==> config.mk <==
export PLATFORM = sky130hd
export DESIGN_NAME = pip_dp
export DESIGN_NICKNAME = d
export VERILOG_FILES = /design/src/rtl/pip_pkg.sv /design/src/rtl/pip_ram.sv /design/src/rtl/pip_dp.sv
export SDC_FILE = /design/constraint.sdc
export NUM_CORES = 2
export LEC_CHECK = 0
export BUFFER_PORTS_ARGS = -buffer_cell sky130_fd_sc_hd__buf_2
export CAP_MARGIN = 15
export CORE_MARGIN = 4
export CORE_UTILIZATION = 58
export CTS_CLUSTER_SIZE = 24
export DETAILED_ROUTE_END_ITERATION = 16
export GPL_TIMING_DRIVEN = 0
export PLACE_DENSITY = 0.77
export RECOVER_POWER = 100
export SLEW_MARGIN = 20
export SYNTH_ARGS = -nofsm -noshare
export SYNTH_HDL_FRONTEND = slang
export SYNTH_SLANG_ARGS = --single-unit
export TNS_END_PERCENT = 1
==> constraint.sdc <==
create_clock -name i_clk -period 7.6 [get_ports i_clk]
set_input_delay 0.38 -clock i_clk [delete_from_list [all_inputs] [get_ports i_clk]]
set_output_delay 0.38 -clock i_clk [all_outputs]
set_load 0.05 [all_outputs]
==> src/rtl/pip_pkg.sv <==
// Shared constants and controller/datapath link types for the point-in-polygon test.
package pip_pkg;

    localparam int VIDX_WIDTH   = 6;
    localparam int VCOUNT_WIDTH = 7;

    localparam logic [VCOUNT_WIDTH-1:0] VCOUNT_RESET = 7'd3;
    localparam logic [VCOUNT_WIDTH-1:0] VCOUNT_MIN   = 7'd3;

    localparam logic MODE_LOAD = 1'b0;
    localparam logic MODE_TEST = 1'b1;

    typedef struct packed {
        logic wr_en;
        logic rd_en;
        logic first;
        logic close;
        logic capture;
        logic clear;
        logic load_out;
    } t_pip_cmd;

    typedef struct packed {
        logic busy;
        logic out_full;
    } t_pip_sts;

endpackage

==> src/rtl/pip_ram.sv <==
// Generic single-write, single-read RAM with registered read data.
module pip_ram #(
    parameter int WIDTH = 32,
    parameter int DEPTH = 64
) (
    input  logic                     i_clk,
    input  logic                     i_we,
    input  logic [$clog2(DEPTH)-1:0] i_waddr,
    input  logic [WIDTH-1:0]         i_wdata,
    input  logic                     i_re,
    input  logic [$clog2(DEPTH)-1:0] i_raddr,
    output logic [WIDTH-1:0]         o_rdata
);

    logic [WIDTH-1:0] r_mem [DEPTH];
    logic [WIDTH-1:0] r_rdata;

    always_ff @(posedge i_clk) begin
        if (i_we) begin
            r_mem[i_waddr] <= i_wdata;
        end
        if (i_re) begin
            r_rdata <= r_mem[i_raddr];
        end
    end

    assign o_rdata = r_rdata;

endmodule

==> src/rtl/pip_dp.sv <==
// Datapath: vertex store, edge pipeline with exact crossing compare, parity and result register.
module pip_dp #(
    parameter int MAX_VERTICES = 64,
    parameter int COORD_WIDTH  = 16,
    localparam int AW = $clog2(MAX_VERTICES)
) (
    input  logic                              i_clk,
    input  logic                              i_rst_n,
    input  pip_pkg::t_pip_cmd                 i_cmd,
    input  logic [AW-1:0]                     i_rd_addr,
    output pip_pkg::t_pip_sts                 o_sts,
    input  logic [pip_pkg::VIDX_WIDTH-1:0]    i_vertex_index,
    input  logic signed [COORD_WIDTH-1:0]     i_x_coord,
    input  logic signed [COORD_WIDTH-1:0]     i_y_coord,
    output logic                              o_res_valid,
    input  logic                              i_res_ready,
    output logic                              o_inside_res
);

    localparam int CW = COORD_WIDTH;
    localparam int VW = 2 * CW;
    localparam int DW = CW + 1;
    localparam int PW = 2 * DW;

    logic                   w_wr_en;
    logic [VW-1:0]          w_rdata;
    logic [VW-1:0]          w_cur;

    logic signed [CW-1:0]   r_px;
    logic signed [CW-1:0]   r_py;
    logic [VW-1:0]          r_v0;
    logic [VW-1:0]          r_prev;

    logic                   r_s0_vld;
    logic                   r_s0_first;
    logic                   r_s0_close;

    logic                   r_e_vld;
    logic [VW-1:0]          r_e_p1;
    logic [VW-1:0]          r_e_p2;

    logic signed [CW-1:0]   w_x1, w_y1, w_x2, w_y2;
    logic signed [CW-1:0]   w_ylo, w_yhi, w_xhi;
    logic signed [DW-1:0]   w_dpx, w_dpy, w_dx, w_dy;
    logic signed [PW-1:0]   w_lhs, w_rhs;
    logic                   w_pass;

    logic                   r_m_vld;
    logic                   r_m_pass;
    logic                   r_m_vert;
    logic                   r_m_dypos;
    logic signed [PW-1:0]   r_m_lhs;
    logic signed [PW-1:0]   r_m_rhs;
    logic                   w_left;

    logic                   r_parity;
    logic                   r_out_vld;
    logic                   r_out_inside;

    // loads beyond the store are dropped
    assign w_wr_en = i_cmd.wr_en && (32'(i_vertex_index) < MAX_VERTICES);

    pip_ram #(
        .WIDTH (VW),
        .DEPTH (MAX_VERTICES)
    ) u_store (
        .i_clk   (i_clk),
        .i_we    (w_wr_en),
        .i_waddr (AW'(i_vertex_index)),
        .i_wdata ({i_y_coord, i_x_coord}),
        .i_re    (i_cmd.rd_en),
        .i_raddr (i_rd_addr),
        .o_rdata (w_rdata)
    );

    // closing edge reuses vertex 0
    assign w_cur = r_s0_close ? r_v0 : w_rdata;

    assign w_x1 = $signed(r_e_p1[CW-1:0]);
    assign w_y1 = $signed(r_e_p1[VW-1:CW]);
    assign w_x2 = $signed(r_e_p2[CW-1:0]);
    assign w_y2 = $signed(r_e_p2[VW-1:CW]);

    assign w_ylo = (w_y1 < w_y2) ? w_y1 : w_y2;
    assign w_yhi = (w_y1 < w_y2) ? w_y2 : w_y1;
    assign w_xhi = (w_x1 < w_x2) ? w_x2 : w_x1;

    assign w_pass = (r_py > w_ylo) && (r_py <= w_yhi) && (r_px <= w_xhi) && (w_y1 != w_y2);

    assign w_dpx = $signed({r_px[CW-1], r_px}) - $signed({w_x1[CW-1], w_x1});
    assign w_dpy = $signed({r_py[CW-1], r_py}) - $signed({w_y1[CW-1], w_y1});
    assign w_dx  = $signed({w_x2[CW-1], w_x2}) - $signed({w_x1[CW-1], w_x1});
    assign w_dy  = $signed({w_y2[CW-1], w_y2}) - $signed({w_y1[CW-1], w_y1});

    assign w_lhs = w_dpx * w_dy;
    assign w_rhs = w_dpy * w_dx;

    assign w_left = r_m_vert || (r_m_dypos ? (r_m_lhs <= r_m_rhs) : (r_m_rhs <= r_m_lhs));

    always_ff @(posedge i_clk) begin
        if (!i_rst_n) begin
            r_s0_vld  <= 1'b0;
            r_e_vld   <= 1'b0;
            r_m_vld   <= 1'b0;
            r_parity  <= 1'b0;
            r_out_vld <= 1'b0;
        end else begin
            r_s0_vld <= i_cmd.rd_en || i_cmd.close;
            r_e_vld  <= r_s0_vld && !r_s0_first;
            r_m_vld  <= r_e_vld;
            if (i_cmd.clear) begin
                r_parity <= 1'b0;
            end else if (r_m_vld && r_m_pass && w_left) begin
                r_parity <= !r_parity;
            end
            if (i_cmd.load_out) begin
                r_out_vld <= 1'b1;
            end else if (i_res_ready) begin
                r_out_vld <= 1'b0;
            end
        end
    end

    always_ff @(posedge i_clk) begin
        r_s0_first <= i_cmd.first;
        r_s0_close <= i_cmd.close;
        if (i_cmd.capture) begin
            r_px <= i_x_coord;
            r_py <= i_y_coord;
        end
        if (r_s0_vld) begin
            r_prev <= w_cur;
            if (r_s0_first) begin
                r_v0 <= w_rdata;
            end
        end
        r_e_p1    <= r_prev;
        r_e_p2    <= w_cur;
        r_m_pass  <= w_pass;
        r_m_vert  <= (w_x1 == w_x2);
        r_m_dypos <= !w_dy[DW-1];
        r_m_lhs   <= w_lhs;
        r_m_rhs   <= w_rhs;
        if (i_cmd.load_out) begin
            r_out_inside <= r_parity;
        end
    end

    assign o_sts.busy     = r_s0_vld || r_e_vld || r_m_vld;
    assign o_sts.out_full = r_out_vld;
    assign o_res_valid    = r_out_vld;
    assign o_inside_res   = r_out_inside;

endmodule

Word-level counts from Yosys, hierarchy flattened --
Memories as Yosys holds them, arrays and structs flattened. A register that Yosys moved wholly into a read port is not among the register bits. Index checks and enable logic that the tools add are counted. Widths: inputs -> output; s select.
Word-level totals: logic and storage cells 61, register bits 239, memory bits (writable) 2048, input bits 54, memories kept 1
Memory list:
- u_store.r_mem | depth 64, bits a word 32, rd ports 1, clocked after memory_dff 1, write ports 1, line pip_ram.sv:15 | logic [WIDTH-1:0] r_mem [DEPTH];
Cells by class: multiplexer cells 9, bitwise operators 1, multiply operators 2, add/sub/neg operators 4, $lt $le $gt $ge 7, equality and inequality tests 2, reduce and logical (&&, ||, !) cells 16
Operators by type and width (count):
- $le 34x34->1 | 2
- $mul 17x17->34 | 2
- $sub 16x16->17 | 4
- $mux 16 | 3
- $le 16x16->1 | 2
- $lt 16x16->1 | 2
- $mux 32 | 1
- $eq 16x16->1 | 1
- $gt 16x16->1 | 1
- $ne 16x16->1 | 1
- $logic_and 1x1->1 | 6
- $mux 1 | 5
- $logic_or 1x1->1 | 4
- $logic_not 1->1 | 3
- $reduce_and 2->1 | 1
- $reduce_bool 2->1 | 1
- $reduce_or 2->1 | 1
- $not 1->1 | 1

Longest topological paths before layout --
word-level depth 6, mapped depth 35, depth with buffers taken out 35

Cells and area by module --
A second synthesis with hierarchy kept.
Unflattened totals: cells, all modules 6867, area, all modules 112795.7 sq um
Modules (own cells, without submodules):
- pip_ram | area an instance 78835.6 sq um, times used 1, cells an instance 3324, seq. area each 62459.9 sq um
- pip_dp | area an instance 33960.1 sq um, times used 1, cells an instance 3543, seq. area each 5755.5 sq um

Least setup slack after synthesis --
No wires, ideal clock.
path kind reg-to-reg, from reg r_px[1], to reg r_m_lhs[32], period minus slack after synthesis 8159 ps, cell stages (with the launch flop) 34, path slack -559 ps, path buffers 2, library setup time 64 ps, data arrival time 8096 ps, path through edfxtp_1 ha_1 nor2b_1 o31a_1 o211ai_1 a21oi_2 o311a_1 o21ai_1 nand2b_1 xor2_1 clkbuf_1 nand2_1 fa_1 inv_1 fa_1 inv_1 fa_1 inv_1 fa_1 fa_1 inv_1 fa_1 inv_1 ha_1 clkbuf_1 o21ai_1 a21oi_1 o21ai_0 o21bai_1 o21a_2 a211o_1 a221o_1 or4_1 nand4_1
Between the ends: longest elaborated chain between the ends 2
Ends and longest elaborated chain:
- start, declared | line pip_dp.sv:29 | logic signed [CW-1:0] r_px;
- start signal, assigned | line pip_dp.sv:128 | r_px <= i_x_coord;
- $sub 16x16->17 | line pip_dp.sv:90 | assign w_dpx = $signed({r_px[CW-1], r_px}) - $signed({w_x1[CW-1], w_x1});
- $mul 17x17->34 | line pip_dp.sv:95 | assign w_lhs = w_dpx * w_dy;
- net w_lhs[32] | line pip_dp.sv:45 | logic signed [PW-1:0] w_lhs, w_rhs;
- end signal, assigned | line pip_dp.sv:142 | r_m_lhs <= w_lhs;
- end, declared | line pip_dp.sv:52 | logic signed [PW-1:0] r_m_lhs;
The timed path passes the listed nets, and every way through them passes these cells. A chain may end at the register's enable or synchronous reset.

Final worst setup path --
Same ends and word-level chain as after synthesis.

==> summary.md <==
| Metric | Value |
|---|---|
| Status | `finished with violations` |
| Failing checks | `capacitance limit, slew limit, setup timing` |
| Initial antenna violation count | `27` |
| CTS clk-pin slew, worst paths | `70 ps` |
| Syn_area_per_cell | `17.5 sq um` |
| Fraction of synthesized area in multiplexers | `14.4%` |
| Fill count | `approximately 12000` |
| Global route total overflow | `0` |
| WHS Endpoint | `r_s0_first` |
| Cell Area, Synth | `112000 sq um` |
| Final net count | `7785` |
| R2R Setup Slk | `-980 ps` |
| Layout area overhead | `11.5%` |
| Synth warnings | `0` |
| TritonRoute pass-1 iters | `6` |
| Synth cell types | `87` |
| Max Root-Sink Buffers | `3` |
| I/O pin count | `58` |
| M1 GR Usage | `41.7%` |
| Post-Layout Cell Count | `roughly 9500` |
| Worst R2R Path Depth | `32` |
| Dpl cells | `9024` |
| Final antenna-violating net count | `0` |
| FF+latch count, synth | `2319` |
| Starting Density | `58.6%` |
| Leading area contributor after synthesis | `edfxtp_1` |
| CTS tree | `built` |
| Slowest cell on crit path | `fa_1` |
| Total Routing Usage GR | `around a third` |
| Syn_nets | `7359` |
| Via density | `roughly 6.7` |
| Setup TNS | `-17130 ps` |
| Largest net degree at the start of global routing | `66` |
| Die Y | `447 um` |
| Worst skew pair latency | `900 ps` |
| RSZ-0062 raised after global routing | `yes` |
| Synth Flop Type | `edfxtp_1` |
| Placed instance area | `117000 sq um` |
| Drt initial violations | `9458` |
| Setup Skew | `70.1 ps` |
| Hold Path Depth | `2` |
| Vias | `63700` |
| Die area | `200000 sq um` |
| Crit Reg-Reg Endpoint | `r_m_lhs[32]` |
| Design Area, Final | `125000 sq um` |
| Post-Synth XOR/XNOR Area | `1.07%` |
| Core region area | `191000 sq um` |
| Buffer and inverter count on the worst path | `8` |
| Largest family of logic cells by synthesized area | `multiplexers` |
| Hold path startpoint | `i_cmd[4]` |
| Crit path max fanout | `7` |
| Fmax achieved | `116 MHz` |
| Most frequent cells after synthesis | `2177 x edfxtp_1, 689 x inv_1, 670 x mux4_2, 596 x fa_1, 347 x nand2_1` |
| Synth Area in Adders | `~14%` |
| Synth Area in Simple Gates | `4.00%` |
| Crit path kind | `register to register` |
| Fin. max-slew vios | `about 3700` |
| Crit path largest cell delay | `between 500 and 600 ps` |
| Post-synth EDFFs | `2177` |
| Cell class contributing the biggest share of worst-path delay | `adder cells` |
| Routability Congestion | `0.904` |
| Worst slew pin tran | `between 4000 and 5000 ps` |
| Fin worst setup slack | `-984 ps` |
| Synth top area share | `58.5%` |
| First-pass GRT wire length | `478000 um` |
| Crit share post-route | `113%` |
| IO Port Bufs | `between 40 and 50` |
| CP required | `roughly 8400 ps` |
| Top cell by count, worst path | `fa_1` |
| Fraction of registers with async set/reset | `0%` |
| Worst hold-check path type | `primary input to register` |
| Root Buffer | `clkbuf_16` |
| Element type at the critical path end | `register` |
| Worst r2r src | `r_px[1]` |
| Final Hold Viols | `0` |
| Most crowded layer after global routing | `met2` |
| Share of cells above drive strength 1 | `19.9%` |
| Most instantiated library cell after synthesis | `edfxtp_1` |
| Num CTS Buffers | `215` |
| Total wire length | `332000 um` |
| Final setup viols | `29` |
| Post-Synthesis Cells | `6393` |
| Final min period | `~8600 ps` |
| Arr. time, crit path | `just over 9000 ps` |
| Slew margin rel. | `-167%` |
| Synth area leaders | `edfxtp_1 59%, mux4_2 14%, fa_1 11%` |
| # DRC | `0` |
| Setup crit start kind | `register` |
| Dpl hpwl | `206000 um` |
| Routing usage on met2 | `between 50% and 60%` |
| Drt wl/cell | `34.9 um` |
| Compound-Gate Fraction of Synth Area | `2.09%` |
| Post-synthesis sequential area ratio | `61.1%` |
| Met3 Usage GRT | `7.94%` |
| Die Wd | `447 um` |
| Hold WS | `169 ps` |
| Htree depth | `4` |
| Vias in the first global route | `65500` |
| Clk sink count | `2319` |
| Max_cap viols | `124` |
| FP Rows | `160` |
-- layer usage --
metal  vias up  routed length, um
met1     32800             107000
met2      5118             160000
met3      1168              37300
li1      24700                  -
met4        14              27500
met5         -                121
-- sequential cells by signal, summed over array words and instances, names as in the netlist --
signal           flops
r_e_vld              1
r_parity             1
o_inside_res         1
r_s0_vld             1
u_store.o_rdata     32
r_py                16
r_m_vld              1
r_m_rhs             34
o_res_valid          1
r_px                16
r_m_vert             1
r_s0_close           1
r_m_dypos            1
r_prev              32
r_m_lhs             34
r_m_pass             1
r_e_p2              32
r_e_p1              32
r_v0                32
u_store.r_mem     2048
r_s0_first           1
-- layout make-up --
cell class | instances | area (sq um) | share of cell area, %
Antenna cell | 17 | 42.5 | 0.0341
Buffer | 231 | 1200 | 0.960
Clock buffer | 263 | 5620 | 4.51
Clock inverter | 137 | 1430 | 1.15
Inverter | 694 | 2610 | 2.09
Multi-Input combinational cell | 3147 | 41100 | 33.0
Sequential cell | 2319 | 68200 | 54.8
Tap cell | 2511 | 3140 | 2.52
Timing Repair Buffer | 211 | 1200 | 0.964
-- metrics by stage --
stage               utilization, %  setup slack (ps)
finish                        65.3              -984
floorplan                        -              -349
CTS                           66.2              -867
detailed placement            61.6             -2360
global route                  65.3             -1240
global placement              60.4             -2500
-- kinds of logic (layout without fill, tap and decap cells) --
group           Yosys count  count (layout)
compound gates          348             348
xor+xnor                135             135
fa+ha+maj               912             912
buf+inv                 927            1536
flops                  2319            2319
mux                     761             761
other cells               0              17
simple gates            991             991
-- what timing repair did --
item | CTS | global route
gates resized for setup | 233 | 43
hold endpoints to repair | 8 | 0
hold buffers | 6 | 0
pin swaps | 62 | 29
buffers inserted | 74 | 10
setup endpoints to repair | 40 | 38
-- placed cells by master (no fill, tap or decap), types with 137 or more instances in the layout --
| cell | count |
|---|---|
| mux4_2 | 670 |
| dfxtp_1 | 137 |
| fa_1 | 582 |
| clkbuf_16 | 216 |
| clkbuf_1 | 258 |
| ha_1 | 301 |
| inv_1 | 685 |
| nor2_1 | 326 |
| nand2_1 | 340 |
| edfxtp_1 | 2177 |
-- worst max path at each step --
stage,from,to,slack [ps],cells past startpoint
after floorplan,r_px[1],r_m_lhs[32],-350,31
after global placement,r_e_p2[0],r_m_rhs[33],-2500,34
after detailed placement,r_py[0],r_m_rhs[33],-2360,33
after CTS,r_px[1],r_m_lhs[32],-870,32
after global routing,r_py[0],r_m_rhs[31],-1240,31
final,r_px[1],r_m_lhs[32],-980,32
Power is left out: the tool's default activity adds up to more than one toggle a clock period on the data nets, which glitch-free logic cannot reach.
